$ cat src/ddo_pkg.sv
// Shared types, widths and constants of the differential drive odometry unit.
// No dependencies; every other file of the block uses this package.
`timescale 1ns / 1ps
`default_nettype none

package ddo_pkg;

  // Field widths
  localparam int DIST_W  = 32;   // Q15.16 distances, positions and speeds
  localparam int HEAD_W  = 31;   // Q2.28 heading
  localparam int DELTA_W = 33;   // exact difference of two distances
  localparam int DIFF_W  = 34;   // difference of two deltas
  localparam int ANG_W   = 32;   // Q28 working angle
  localparam int CRD_W   = 33;   // Q30 CORDIC x and y
  localparam int MUL_W   = 34;   // shared multiplier operand width
  localparam int PROD_W  = 2 * MUL_W;
  localparam int TICK_W  = 16;

  // Configuration port
  localparam int CFG_IDX_W  = 2;
  localparam int CFG_DATA_W = 24;
  localparam int INV_W      = 24;
  localparam int WIN_W      = 16;
  localparam int SCALE_W    = 16;

  typedef enum logic [CFG_IDX_W-1:0] {
    CfgInvSpacing = 2'd0,
    CfgVelWindow  = 2'd1,
    CfgVelScale   = 2'd2
  } cfg_idx_e;

  localparam logic [INV_W-1:0]   INV_RESET   = 24'd65536;
  localparam logic [WIN_W-1:0]   WIN_RESET   = 16'd10;
  localparam logic [SCALE_W-1:0] SCALE_RESET = 16'd100;

  // Angle constants in Q28, gain in Q30
  localparam logic signed [ANG_W-1:0] PI_Q28      = 32'sd843314857;
  localparam logic signed [ANG_W-1:0] HALF_PI_Q28 = 32'sd421657428;
  localparam logic signed [ANG_W-1:0] TWO_PI_Q28  = 32'sd1686629713;
  localparam logic signed [CRD_W-1:0] GAIN_Q30    = 33'sd652032874;

  // Arctangent table, round(atan(2^-i) * 2^28)
  localparam int TAB_LEN   = 32;
  localparam int TAB_IDX_W = 5;

  typedef logic [TAB_LEN-1:0][ANG_W-1:0] atan_tab_t;

  // Build the table from the alternating arctangent series in Q60
  function automatic atan_tab_t atan_table();
    atan_tab_t   tab;
    longint      sum;
    longint      term;
    int unsigned e;
    tab    = '0;
    tab[0] = 32'd210828714;
    for (int i = 1; i < TAB_LEN; i++) begin
      sum = 0;
      for (int k = 0; k < 64; k++) begin
        e = i * (2 * k + 1);
        if (e <= 60) begin
          term = longint'((64'd1 << (60 - e)) / 64'(2 * k + 1));
          if ((k & 1) != 0) begin
            sum = sum - term;
          end else begin
            sum = sum + term;
          end
        end
      end
      tab[i] = 32'((sum + (64'sd1 <<< 31)) >>> 32);
    end
    return tab;
  endfunction

  localparam atan_tab_t ATAN_TAB = atan_table();

  // CORDIC request and response
  typedef struct packed {
    logic                    start;
    logic signed [ANG_W-1:0] z;
  } cordic_req_t;

  typedef struct packed {
    logic                    busy;
    logic                    done;
    logic signed [CRD_W-1:0] cos_v;
    logic signed [CRD_W-1:0] sin_v;
  } cordic_rsp_t;

endpackage

`default_nettype wire

$ cat src/ddo_mul.sv
// Shared signed multiplier with a registered product.
// Depends on ddo_pkg for the operand width.
`timescale 1ns / 1ps
`default_nettype none

module ddo_mul (
  input  wire                                   clk_i,
  input  wire  logic signed [ddo_pkg::MUL_W-1:0]  a_i,
  input  wire  logic signed [ddo_pkg::MUL_W-1:0]  b_i,
  output logic signed [ddo_pkg::PROD_W-1:0]       p_o
);
  import ddo_pkg::*;

  logic signed [PROD_W-1:0] p_q;

  // Register the full product every cycle
  always_ff @(posedge clk_i) begin
    p_q <= PROD_W'(a_i) * PROD_W'(b_i);
  end

  assign p_o = p_q;

endmodule

`default_nettype wire

$ cat config.mk
export PLATFORM = sky130hd
export DESIGN_NAME = ddo_mul
export DESIGN_NICKNAME = d
export VERILOG_FILES = /design/src/ddo_pkg.sv /design/src/ddo_mul.sv
export SDC_FILE = /design/constraint.sdc
export NUM_CORES = 2
export LEC_CHECK = 0
export BUFFER_PORTS_ARGS = -buffer_cell sky130_fd_sc_hd__buf_2
export CAP_MARGIN = 30
export CORE_MARGIN = 8
export CORE_UTILIZATION = 40
export CTS_CLUSTER_DIAMETER = 150
export CTS_CLUSTER_SIZE = 8
export DETAILED_ROUTE_END_ITERATION = 8
export GPL_TIMING_DRIVEN = 0
export PLACE_DENSITY_LB_ADDON = 0.15
export SETUP_SLACK_MARGIN = 0.05
export SKIP_CTS_REPAIR_TIMING = 1
export SLEW_MARGIN = 40
export SYNTH_ARGS = -nofsm -noshare
export SYNTH_HDL_FRONTEND = slang
export SYNTH_SLANG_ARGS = --single-unit
$ cat constraint.sdc
create_clock -name clk_i -period 8.5 [get_ports clk_i]
set_input_delay 0.425 -clock clk_i [delete_from_list [all_inputs] [get_ports clk_i]]
set_output_delay 0.425 -clock clk_i [all_outputs]
set_load 0.01 [all_outputs]
Word-level counts from Yosys, hierarchy flattened:

Cells that the tools add are included.

* bits in registers: 68
* input bits: 69
* output and inout bits: 68
* word-level logic and storage cells: 2

* multipliers: 1

Operators by type and width (count)
* multiplier 34 x 34 -> 68 bit: 1

Depth between registers and ports, before layout:

* depth after elaboration: 1
* mapped depth: 31
* depth with buffers taken out: 29

Worst setup path after synthesis:

Ideal clock, no wire load.

* path kind: input to register
* start: input port a_i[33] (netlist bit)
* end: register p_q[65] (netlist: p_o[65])
* library setup time: 0.072 ns
* data arrival time: 7.843 ns
* data required time: 8.428 ns
* path slack: 0.585 ns
* stages on the path: 24
* buffers on the path: 2
* cells stage by stage: clkbuf_1 nand2_1 inv_1 fa_1 fa_1 fa_1 fa_1 inv_1 fa_1 fa_1 fa_1 fa_1 inv_1 ha_1 clkdlybuf4s50_2 nand3_1 or2_2 nor2_1 a221oi_1 o21ai_0 a31oi_2 nor2_2 o41ai_2 xnor2_1

* longest elaborated chain between the ends: 1

Ends and longest elaborated chain
* from (decl): RTL line ddo_mul.sv:8 `input wire logic signed [ddo_pkg::MUL_W-1:0] a_i,`
* multiplier 34 x 34 -> 68 bit: RTL line ddo_mul.sv:18 `p_q <= PROD_W'(a_i) * PROD_W'(b_i);`
* to (signal assigned): RTL line ddo_mul.sv:18
* to (decl): RTL line ddo_mul.sv:14 `logic signed [PROD_W-1:0] p_q;`

Every way passes these cells.

Worst setup path in the final report:

* start: input port b_i[17] (netlist bit)
* end: register p_q[67] (netlist: p_o[67])

* longest elaborated chain between the ends: 1

Ends and longest elaborated chain
* from (decl): RTL line ddo_mul.sv:9 `input wire logic signed [ddo_pkg::MUL_W-1:0] b_i,`
* multiplier 34 x 34 -> 68 bit: RTL line ddo_mul.sv:18

Every way passes these cells.

==> metrics <==
unrepaired setup endpoints after global routing=no; dpl hpwl=138.5 mm; Yosys top cell area share=0.5774; mean post-synth cell area=9.448 sq um; largest net degree at the start of global routing=18; Final Util=0.4333; Area contributors post-synth=fa_1 58%, inv_1 11%, and2_1 9.0%; Worst slew margin=0.3980; post-route DRC violation count=0; fill count=10790; Synthesized Nets=6068; clk sinks=68; GRT Total Usage=0.2857; Worst path most repeated cell=fa_1; crit path to=p_o[67]; Max-Cap Viols=0; Final #Nets=6226; setup tns final=0 ns; Cells after Synth=4554; Die X-Extent=344.0 um; CTS buffer count=9; placer congestion estimate=1.021; CP Max Fanout=10; final wirelength=162.8 mm; Core Region=106900 sq um; GR Overflow Total=0; HP Class=primary input to flip-flop; Slew Viols, Final=0; I/O pin count=137; Std-Cell Rows=120; CP required=8.84 ns; Commonest cells post-synth=1241 x fa_1, 1231 x inv_1, 621 x and2_1; Worst-Margin Slew=0.9029 ns; worst setup path class=primary input to flip-flop; fraction of registers with async set/reset=0; Crit-path slowest cell=a211oi_4; initial antenna violation count=41; Setup crit start=b_i[17]; Yosys warning total=0; remaining antenna violation count after routing=0; routed via count=31440; sequential share of the synthesized area=0.03164; vias in the first global route=34760; worst slack, placed=-1.217 ns; slowest stage delay, CP=0.63 ns; fmax=0.1191 GHz; vias per inst=5.121; Area growth, synth to finish=7.642%; drt pass-1 iters=6; met3 usage=0.06931; drt wl/cell=26.52 um; CP Launch Type=primary input; EDFF count, synth=0; outcome=complete, no violations; endpoints failing setup=0; most common cell in the synthesized netlist=fa_1; Initial Util=0.4025; Yosys top cell by area=fa_1; Setup WS post-layout=0.1055 ns; CTS Root Cell=clkbuf_16; Crit. End Element=flip-flop; Most Crowded Layer GR=met2; final worst path period share=0.9876; CTS tree=yes; met2 usage=0.4428; Cell Area, Synth=43030 sq um; first-pass GRT wire length=241.6 mm; port bufs=130; initial DRC count=2585; synthesis-stage register bit count=68; Primary FF master, synth=dfxtp_1; Die Area=118300 sq um; H-tree levels=3; layout cells sized above 1=0.08015; Final Hold Vio Count=0; Yosys cell types=69; clock slew at reported path FFs=0.07 ns; worst-case clock buffer depth=2; max reg flops=68; Die Span Y=344.0 um; met1 usage=0.3797; fin crit period=8.395 ns; Crit path arrival time=8.74 ns
layer usage:
layer,part of all wire,routed length (um)
met1,0.40,64840
met2,0.45,72720
met3,0.099,16140
met4,0.055,8951
met5,0.00089,145
how the worst min path moves through the flow:
stage | endpoint | cells past startpoint | slack, ns | start
detailed placement | p_o[24] | 1 | 0.82 | p_o[24]
finish | p_o[0] | 2 | 0.46 | a_i[0]
floorplan | p_o[0] | 1 | 0.55 | a_i[0]
CTS | p_o[0] | 2 | 0.41 | a_i[0]
global route | p_o[0] | 2 | 0.45 | a_i[0]
global placement | p_o[35] | 1 | 0.82 | p_o[35]
metrics by stage:
stage,cell area (sq um),std cells,hold WS [ns]
after floorplan,43030,4554,0.5523
after global placement,45430,6087,0.8214
final,46320,6139,0.4584
after CTS,45890,6104,0.4148
after global routing,46270,6121,0.4465
after detailed placement,45590,6089,0.8205
worst max-delay path: cells and delay by family:
kind	cells	cell delay, ns
simple gates	2	0.33
buf+inv	9	1.33
fa+ha+maj	9	4.36
compound gates	8	2.08
xor+xnor	1	0.14
cell type report:
type	instances	area, sq um	share of cell area
Tap cell	1403	1755	0.03790
Buffer	226	1145	0.02472
Multi-Input combinational cell	3026	36240	0.7825
Clock inverter	5	61.31	0.001324
Timing Repair Buffer	149	832.0	0.01796
Sequential cell	68	1361	0.02939
Inverter	1232	4628	0.09993
Antenna cell	20	50.05	0.001081
Clock buffer	10	239.0	0.005160
kinds of logic after synthesis:
group | after synthesis | synth area share
flops | 68 | 0.03164
compound gates | 206 | 0.03347
simple gates | 1296 | 0.1537
fa+ha+maj | 1445 | 0.6367
buf+inv | 1460 | 0.1284
xor+xnor | 79 | 0.01608
cells in the final DEF (no fill, tap or decap), types with 7 or more instances in the layout:
cell,instances
buf_4,23
fa_1,1236
nand2_1,542
a21oi_1,60
nand3_1,11
inv_1,1230
nor2b_1,8
a21o_1,37
diode_2,20
clkbuf_16,9
xnor2_1,56
nand4_1,11
xor2_1,23
o21ai_1,7
and2_1,621
a31oi_1,7
o21bai_1,12
o21ai_0,31
nand2b_1,20
buf_2,153
dfxtp_1,68
ha_1,201
clkbuf_1,60
clkbuf_4,18
clkbuf_2,112
nor2_1,54
Power is left out: the tool's default activity adds up to more than one toggle a clock period on the data nets, which glitch-free logic cannot reach.
