### src/ddo_pkg.sv
// Shared types, widths and constants of the differential drive odometry unit.
// No dependencies; every other file of the block uses this package.
`timescale 1ns / 1ps
`default_nettype none

package ddo_pkg;

  // Field widths
  localparam int DIST_W  = 32;   // Q15.16 distances, positions and speeds
  localparam int HEAD_W  = 31;   // Q2.28 heading
  localparam int DELTA_W = 33;   // exact difference of two distances
  localparam int DIFF_W  = 34;   // difference of two deltas
  localparam int ANG_W   = 32;   // Q28 working angle
  localparam int CRD_W   = 33;   // Q30 CORDIC x and y
  localparam int MUL_W   = 34;   // shared multiplier operand width
  localparam int PROD_W  = 2 * MUL_W;
  localparam int TICK_W  = 16;

  // Configuration port
  localparam int CFG_IDX_W  = 2;
  localparam int CFG_DATA_W = 24;
  localparam int INV_W      = 24;
  localparam int WIN_W      = 16;
  localparam int SCALE_W    = 16;

  typedef enum logic [CFG_IDX_W-1:0] {
    CfgInvSpacing = 2'd0,
    CfgVelWindow  = 2'd1,
    CfgVelScale   = 2'd2
  } cfg_idx_e;

  localparam logic [INV_W-1:0]   INV_RESET   = 24'd65536;
  localparam logic [WIN_W-1:0]   WIN_RESET   = 16'd10;
  localparam logic [SCALE_W-1:0] SCALE_RESET = 16'd100;

  // Angle constants in Q28, gain in Q30
  localparam logic signed [ANG_W-1:0] PI_Q28      = 32'sd843314857;
  localparam logic signed [ANG_W-1:0] HALF_PI_Q28 = 32'sd421657428;
  localparam logic signed [ANG_W-1:0] TWO_PI_Q28  = 32'sd1686629713;
  localparam logic signed [CRD_W-1:0] GAIN_Q30    = 33'sd652032874;

  // Arctangent table, round(atan(2^-i) * 2^28)
  localparam int TAB_LEN   = 32;
  localparam int TAB_IDX_W = 5;

  typedef logic [TAB_LEN-1:0][ANG_W-1:0] atan_tab_t;

  // Build the table from the alternating arctangent series in Q60
  function automatic atan_tab_t atan_table();
    atan_tab_t   tab;
    longint      sum;
    longint      term;
    int unsigned e;
    tab    = '0;
    tab[0] = 32'd210828714;
    for (int i = 1; i < TAB_LEN; i++) begin
      sum = 0;
      for (int k = 0; k < 64; k++) begin
        e = i * (2 * k + 1);
        if (e <= 60) begin
          term = longint'((64'd1 << (60 - e)) / 64'(2 * k + 1));
          if ((k & 1) != 0) begin
            sum = sum - term;
          end else begin
            sum = sum + term;
          end
        end
      end
      tab[i] = 32'((sum + (64'sd1 <<< 31)) >>> 32);
    end
    return tab;
  endfunction

  localparam atan_tab_t ATAN_TAB = atan_table();

  // CORDIC request and response
  typedef struct packed {
    logic                    start;
    logic signed [ANG_W-1:0] z;
  } cordic_req_t;

  typedef struct packed {
    logic                    busy;
    logic                    done;
    logic signed [CRD_W-1:0] cos_v;
    logic signed [CRD_W-1:0] sin_v;
  } cordic_rsp_t;

endpackage

`default_nettype wire

### src/ddo_cordic.sv
// Iterative rotation-mode CORDIC: one shift-add step per cycle, cosine and
// sine in Q30 of a Q28 angle. Depends on ddo_pkg for the arctangent table.
`timescale 1ns / 1ps
`default_nettype none

module ddo_cordic #(
  parameter int STEPS = 24
) (
  input  wire                         clk_i,
  input  wire                         rst_ni,
  input  wire  ddo_pkg::cordic_req_t  req_i,
  output ddo_pkg::cordic_rsp_t        rsp_o
);
  import ddo_pkg::*;

  localparam logic [TAB_IDX_W-1:0] LastIdx = TAB_IDX_W'(STEPS - 1);

  logic                    busy_q;
  logic                    done_q;
  logic [TAB_IDX_W-1:0]    idx_q;
  logic signed [CRD_W-1:0] x_q, x_d;
  logic signed [CRD_W-1:0] y_q, y_d;
  logic signed [ANG_W-1:0] z_q, z_d;
  logic signed [ANG_W-1:0] atan_v;
  logic signed [CRD_W-1:0] x_sh, y_sh;

  // One micro-rotation, direction from the sign of the residual angle
  always_comb begin
    atan_v = signed'(ATAN_TAB[idx_q]);
    x_sh   = x_q >>> idx_q;
    y_sh   = y_q >>> idx_q;
    if (z_q >= 0) begin
      x_d = x_q - y_sh;
      y_d = y_q + x_sh;
      z_d = z_q - atan_v;
    end else begin
      x_d = x_q + y_sh;
      y_d = y_q - x_sh;
      z_d = z_q + atan_v;
    end
  end

  // Sequence the steps and flag the last one
  always_ff @(posedge clk_i or negedge rst_ni) begin
    if (!rst_ni) begin
      busy_q <= 1'b0;
      done_q <= 1'b0;
      idx_q  <= '0;
    end else begin
      done_q <= 1'b0;
      if (req_i.start) begin
        busy_q <= 1'b1;
        idx_q  <= '0;
      end else if (busy_q) begin
        idx_q <= idx_q + 1'b1;
        if (idx_q == LastIdx) begin
          busy_q <= 1'b0;
          done_q <= 1'b1;
        end
      end
    end
  end

  // Load or rotate the working vector
  always_ff @(posedge clk_i) begin
    if (req_i.start) begin
      x_q <= GAIN_Q30;
      y_q <= '0;
      z_q <= req_i.z;
    end else if (busy_q) begin
      x_q <= x_d;
      y_q <= y_d;
      z_q <= z_d;
    end
  end

  assign rsp_o.busy  = busy_q;
  assign rsp_o.done  = done_q;
  assign rsp_o.cos_v = x_q;
  assign rsp_o.sin_v = y_q;

endmodule

`default_nettype wire

### config.mk
export PLATFORM = sky130hd
export DESIGN_NAME = ddo_cordic
export DESIGN_NICKNAME = d
export VERILOG_FILES = /design/src/ddo_pkg.sv /design/src/ddo_cordic.sv
export SDC_FILE = /design/constraint.sdc
export NUM_CORES = 1
export LEC_CHECK = 0
export CAP_MARGIN = 40
export CORE_MARGIN = 2
export CORE_UTILIZATION = 37
export CTS_CLUSTER_DIAMETER = 40
export DETAILED_ROUTE_END_ITERATION = 6
export DONT_BUFFER_PORTS = 1
export GPL_ROUTABILITY_DRIVEN = 1
export MAX_ROUTING_LAYER = met4
export PLACE_DENSITY = 0.59
export SLEW_MARGIN = 20
export SYNTH_ARGS = -nofsm -noshare
export SYNTH_HDL_FRONTEND = slang
export SYNTH_SLANG_ARGS = --single-unit
### constraint.sdc
create_clock -name clk_i -period 7.96 [get_ports clk_i]
set_input_delay 1.194 -clock clk_i [delete_from_list [all_inputs] [get_ports clk_i]]
set_output_delay 1.194 -clock clk_i [all_outputs]
set_load 0.005 [all_outputs]
Word-level counts from Yosys, hierarchy flattened
Memory sizes are Yosys's and may differ from the RTL's.
Index checks and enable logic that the tools add are counted.
{"block": "totals", "memories": 1, "romBits": 1024, "input_bits": 35, "reg_bits": 105, "output_inout_bits": 68, "word_cells": 34}
{"memory": "(no name shown)", "words": 32, "word_bits": 32, "rd": 1, "rd_clocked_by_memory_dff": 0, "write_ports": 0, "line_no": "ddo_cordic.sv:29", "text": "atan_v = signed'(ATAN_TAB[idx_q]);"}
{"block": "classes", "mux": 14, "add_sub_neg": 7, "n_shift": 2, "eq_ne": 1, "n_reduce_logical": 1, "magnitude_cmp": 2}
{"operator": "two-way mux 32 bit", "count": 4}
{"operator": "adder 33 bit", "count": 2}
{"operator": "two-way mux 33 bit", "count": 2}
{"operator": ">>> shifter 33 x 5 -> 33 bit", "count": 2}
{"operator": "subtractor 33 bit", "count": 2}
{"operator": "adder 32 bit", "count": 1}
{"operator": "greater-or-equal comparator 32 x 1 -> 1 bit (second input constant)", "count": 1}
{"operator": "subtractor 32 bit", "count": 1}
{"operator": "two-way mux 5 bit", "count": 2}
{"operator": "less-than comparator 5 x 6 -> 1 bit (second input constant)", "count": 1}
{"operator": "two-way mux 1 bit", "count": 6}
{"operator": "adder 5 x 1 -> 5 bit (second input constant)", "count": 1}
{"operator": "== test 5 bit (second input constant)", "count": 1}
{"operator": "nonzero test 2 bit", "count": 1}

Logic depth before layout (Yosys ltp)
{"block": "depth", "word_depth": 6, "depth_mapped": 29, "mapped_depth_nobuf": 24}

Least setup slack after synthesis
No wires, ideal clock.
{"block": "synth_timing", "kind": "register to register", "from": "register idx_q[0]", "to": "register z_q[30], data pin", "setup_time_ns": 0.260, "synth_period_minus_slack_ns": 6.543, "path_stages_with_launch": 28, "t_required_ns": 7.700, "path_buffers": 5, "arrival_time_ns": 6.283, "path_slack_ns": 1.417, "path_cell_list": "dfrtp_1 buf_6 buf_6 inv_1 buf_2 buf_1 ha_1 clkbuf_1 mux2_2 a22oi_1 o22ai_1 or4_1 or4_1 nand3b_1 o21ai_0 xnor2_1 ha_1 and3_1 a31oi_1 o21ai_0 a31oi_1 o21ai_0 a21oi_1 o21ai_0 a311o_1 a21o_1 a21oi_1 mux2_2"}
{"block": "synth_between", "elab_chain_cells": 6, "elab_cells_between_ends": 7, "classes_between": "2 x add/sub; 4 x mux; 1 x memory"}
{"element": "start, declared", "line_no": "ddo_cordic.sv:20", "text": "logic [TAB_IDX_W-1:0] idx_q;"}
{"element": "start signal, assigned", "line_no": "ddo_cordic.sv:55", "text": "idx_q <= idx_q + 1'b1;"}
{"element": "memory read (32 x 32 bit) (*)"}
{"element": "two-way mux 32 bit (implied by the code) (*)", "line_no": "ddo_cordic.sv:29"}
{"element": "adder 32 bit / subtractor 32 bit (equally long branches)", "line_no": "ddo_cordic.sv:39, ddo_cordic.sv:35"}
{"element": "two-way mux 32 bit (*)", "line_no": "ddo_cordic.sv:32", "text": "if (z_q >= 0) begin"}
{"element": "two-way mux 32 bit (*)", "line_no": "ddo_cordic.sv:70", "text": "end else if (busy_q) begin"}
{"element": "two-way mux 32 bit (*)", "line_no": "ddo_cordic.sv:66", "text": "if (req_i.start) begin"}
{"element": "end signal, assigned", "line_no": "ddo_cordic.sv:69", "text": "z_q <= req_i.z;"}
{"element": "end signal, assigned", "line_no": "ddo_cordic.sv:73", "text": "z_q <= z_d;"}
{"element": "end, declared", "line_no": "ddo_cordic.sv:23", "text": "logic signed [ANG_W-1:0] z_q, z_d;"}
Every way passes the cells marked *; elsewhere a longest branch is shown, timed or not. The select of a mux whose other input is x is not followed.
A chain may end at the register's enable or synchronous reset.

Final worst setup path
{"block": "layout_timing", "from": "register idx_q[1]", "to": "register y_q[32]"}
{"block": "layout_between", "elab_chain_cells": 3, "elab_cells_between_ends": 4, "classes_between": "2 x add/sub; 1 x shift; 1 x mux"}
{"element": ">>> shifter 33 x 5 -> 33 bit (*)", "line_no": "ddo_cordic.sv:30", "text": "x_sh = x_q >>> idx_q;"}
{"element": "subtractor 33 bit / adder 33 bit (equally long branches)", "line_no": "ddo_cordic.sv:38, ddo_cordic.sv:34"}
{"element": "two-way mux 33 bit (*)", "line_no": "ddo_cordic.sv:32"}
{"element": "end signal, assigned", "line_no": "ddo_cordic.sv:72", "text": "y_q <= y_d;"}
{"element": "end, declared", "line_no": "ddo_cordic.sv:22", "text": "logic signed [CRD_W-1:0] y_q, y_d;"}
Every way passes the cells marked *; elsewhere a longest branch is shown, timed or not.

==> flow_summary_export.csv <==
group,metric,value,unit
global_route,met3_usage,5.71,%
clock_tree,cts_hold_buf,0,
synthesis,synth_area_leaders,"mux4_2 11%, ha_1 9.0%, dfxtp_1 8.7%, edfxtp_1 6.3%, xnor2_1 5.9%",
detailed_routing,routedWlPerCell,23.8,um
worst_setup_path,end_kind,"flop",
worst_setup_path,arrival,7.37,ns
synthesis,postSynthAreaPerCell,8.15,um2
worst_setup_path,cp.required,8.26,ns
synthesis,syn_nets,2015,
worst_setup_path,worstRegToRegCells,24,
floorplan,pin_count,103,
global_route,busiest_layer,"met2",
detailed_routing,wl,55.4,mm
floorplan,start_util,37.4,%
clock_tree,cts_buffers,9,
final_layout,syn_to_final_growth,4.68,%
timing,period_share,88.8,%
synthesis,syn_area,15200,um2
placement,post-dp-hpwl,42.3,mm
detailed_routing,postRouteAntennaNets,0,
timing,final-setup-viol-count,0,
global_route,grt_antenna_before_repair,0,
worst_setup_path,cp-start-kind,"flop",
detailed_routing,drt-initial-drc-count,1340,
floorplan,rows,74,
worst_setup_path,cp-endpoint,"y_q[32]",
floorplan,die_w,207,um
clock_tree,cts.repair.resized,0,
placement,gp_congestion,1.03,
clock_tree,post_cts_buffers,0,
floorplan,dieArea,42800,um2
worst_setup_path,timing.rr.end,"y_q[32]",
job,drv_cap,0,
placement,port_buffers,0,
worst_setup_path,cp-startpoint,"idx_q[1]",
detailed_routing,drtPass1Iterations,5,
floorplan,coreArea,40700,um2
global_route,met1_usage,33.5,%
final_layout,n_antenna_cell,0,
worst_setup_path,r2r_slack,0.89,ns
timing,tightest_slew,0.857,ns
timing,setup_tns,0,ns
synthesis,synthDistinctLibCells,95,
timing,hold_viol,0,
clock_tree,h-tree-depth,3,
timing,clock.fmax,142,MHz
worst_setup_path,crit_slowest_cell,"dfrtp_4",
floorplan,dieHeight,207,um
timing,period_needed,7.07,ns
final_layout,drive_gt1_share,10.7,%
global_route,track_usage,26.7,%
clock_tree,cts-root-buf,"clkbuf_16",
timing,clock_skew,0.0130,ns
synthesis,yosys_warnings,0,
timing,slew-limit-headroom,42.6,%
final_layout,ff_latch_area,2470,um2
synthesis,synth_seq_cells,105,
global_route,grtUsageMet2,42.2,%
synthesis,async_flop_share,6.67,%
worst_setup_path,cpPeakStageDelay,0.74,ns
clock_tree,cts.sinks,105,
clock_tree,clockBufferDepth,2,
final_layout,n_fill_cell,4179,
worst_setup_path,worstPathMaxFanout,32,
final_layout,multi_input_area,12000,um2
final_layout,nNetsFinal,1942,
global_route,grt_pass1_vias,14000,
clock_tree,clkSlewWorstSetupHoldPaths,0.08,ns
outcome,status,"completed",
clock_tree,cts_tree,"done",
detailed_routing,post-route-drc-count,0,
synthesis,ys_seq_area_share,16.1,%
synthesis,synth_cells,1868,
worst_setup_path,reg2reg_from,"idx_q[1]",
global_route,grt.overflow.total,0,
global_route,grt_first_pass_wirelength,85.1,mm
worst_setup_path,worstSetupPathType,"reg2reg",
synthesis,yosysTopAreaCellShare,10.9,%
synthesis,synth_edf_count,32,
detailed_routing,avgViaCountPerCell,6.33,
detailed_routing,vias,14800,
clock_tree,clock_latency,0.40,ns
synthesis,synth_commonest_cells,"196 x nand2_1, 170 x nor2_1, 148 x o21ai_0",
synthesis,yosysTopAreaCell,"mux4_2",
timing,rsz0062_at_grt,"false",
synthesis,ys.flop_type,"dfxtp_1",
worst_setup_path,path_cells,"buf_4, mux4_2, nand2_1, nand2_1, o21ai_0, nor2_1, a21oi_1, ha_1, nand3_1, nor2_1, nor2_1, xnor2_1, ha_1, o21ai_0, a21boi_0, a21boi_0, nor3_1, o31ai_1, o31ai_1, a31oi_1, o21ai_0, o31a_1, o21a_1, mux2_4",
min_path,min_path_type,"in2async",
global_route,grt_max_degree,129,
timing,finalMaxSlewViolations,0,
synthesis,yosys.cell_count.top_type,"nand2_1",
## flip-flops by register name, indices dropped and copies added, names as in the netlist
name	cells
z_q	32
done_q	1
busy_q	1
x_q	33
y_q	33
idx_q	5
## per-stage QoR
| stage | hold WS, ns | util, % | std cells | instance area, um2 | worst slack [ns] |
|---|---|---|---|---|---|
| floorplan | 0.499 | - | 1868 | 15200 | 1.42 |
| global placement | 0.528 | 38.3 | 2313 | 15600 | 1.15 |
| detailed placement | 0.538 | 38.4 | 2316 | 15600 | 1.06 |
| CTS | 0.454 | 39.1 | 2332 | 15900 | 1.03 |
| global route | 0.457 | 39.1 | 2332 | 15900 | 0.439 |
| finish | 0.476 | 39.1 | 2332 | 15900 | 0.893 |
## cells by family after synthesis
| kind of cell | count (synthesis) | share of synthesized area [%] |
|---|---|---|
| AOI/OAI and AO/OA | 579 | 24.7 |
| and+or+nand+nor | 562 | 17.1 |
| xor gates and xnor gates | 173 | 9.95 |
| buffers and inverters | 170 | 4.87 |
| muxes | 167 | 17.9 |
| adders and majority gates | 112 | 9.35 |
| DFF | 105 | 16.1 |
## how the worst min path moves through the flow
stage | startpoint | end | slack (ns) | cells after the start
after floorplan | x_q[0] | x_q[0] | 0.50 | 2
after global placement | x_q[0] | x_q[0] | 0.53 | 2
after detailed placement | x_q[0] | x_q[0] | 0.54 | 2
after CTS | rst_ni | done_q | 0.45 | 0
after global routing | rst_ni | done_q | 0.46 | 0
final | rst_ni | idx_q[0] | 0.48 | 0
## metal layers
layer	up-vias	wire length, um
li1	6823	-
met1	7057	23300
met2	739	25400
met3	137	4480
met4	0	2130
met5	-	0
## critical path: cells and delay by family, from the launching register on
family          cells  cell delay (ns)
simple gates        7             1.11
buf+inv             1             0.44
mux                 2             0.90
fa+ha+maj           2             0.55
flops               1             0.74
xor+xnor            1             0.17
compound gates     11             2.99
## layout make-up
cell class / instances / area share [%]
multi-input cells: 1593 / 75.5
well taps: 532 / 4.18
flip-flops and latches: 105 / 15.5
clock inverters: 7 / 0.526
inverters: 56 / 1.32
clock buffers: 9 / 1.41
repair buffers: 30 / 1.53
## placed cells by master (no fill, tap or decap), types with 12 or more instances in the layout
cell type / Yosys / routed
o21bai_1: 13 / 13
inv_1: 54 / 54
a31oi_1: 21 / 21
mux2i_1: 66 / 66
a21oi_1: 136 / 136
o211ai_1: 14 / 14
nand2_1: 196 / 196
nand2b_1: 22 / 22
o22ai_1: 23 / 23
o31ai_1: 17 / 17
buf_4: 6 / 27
xor2_1: 71 / 71
nand3_1: 35 / 35
xnor2_1: 102 / 102
a211oi_1: 26 / 26
edfxtp_1: 32 / 32
o21a_1: 14 / 14
dfxtp_1: 66 / 66
ha_1: 109 / 109
nor3_1: 23 / 23
mux4_2: 74 / 74
a211o_1: 15 / 15
or2_2: 13 / 13
and3_1: 12 / 12
nor2_1: 170 / 168
or3_1: 12 / 12
mux2_2: 20 / 20
nor2b_1: 23 / 23
o21ai_0: 148 / 148
a21o_1: 54 / 54
Power is not shown: default switching activity piles up to over one toggle a cycle in this logic, so the estimate is an artifact.
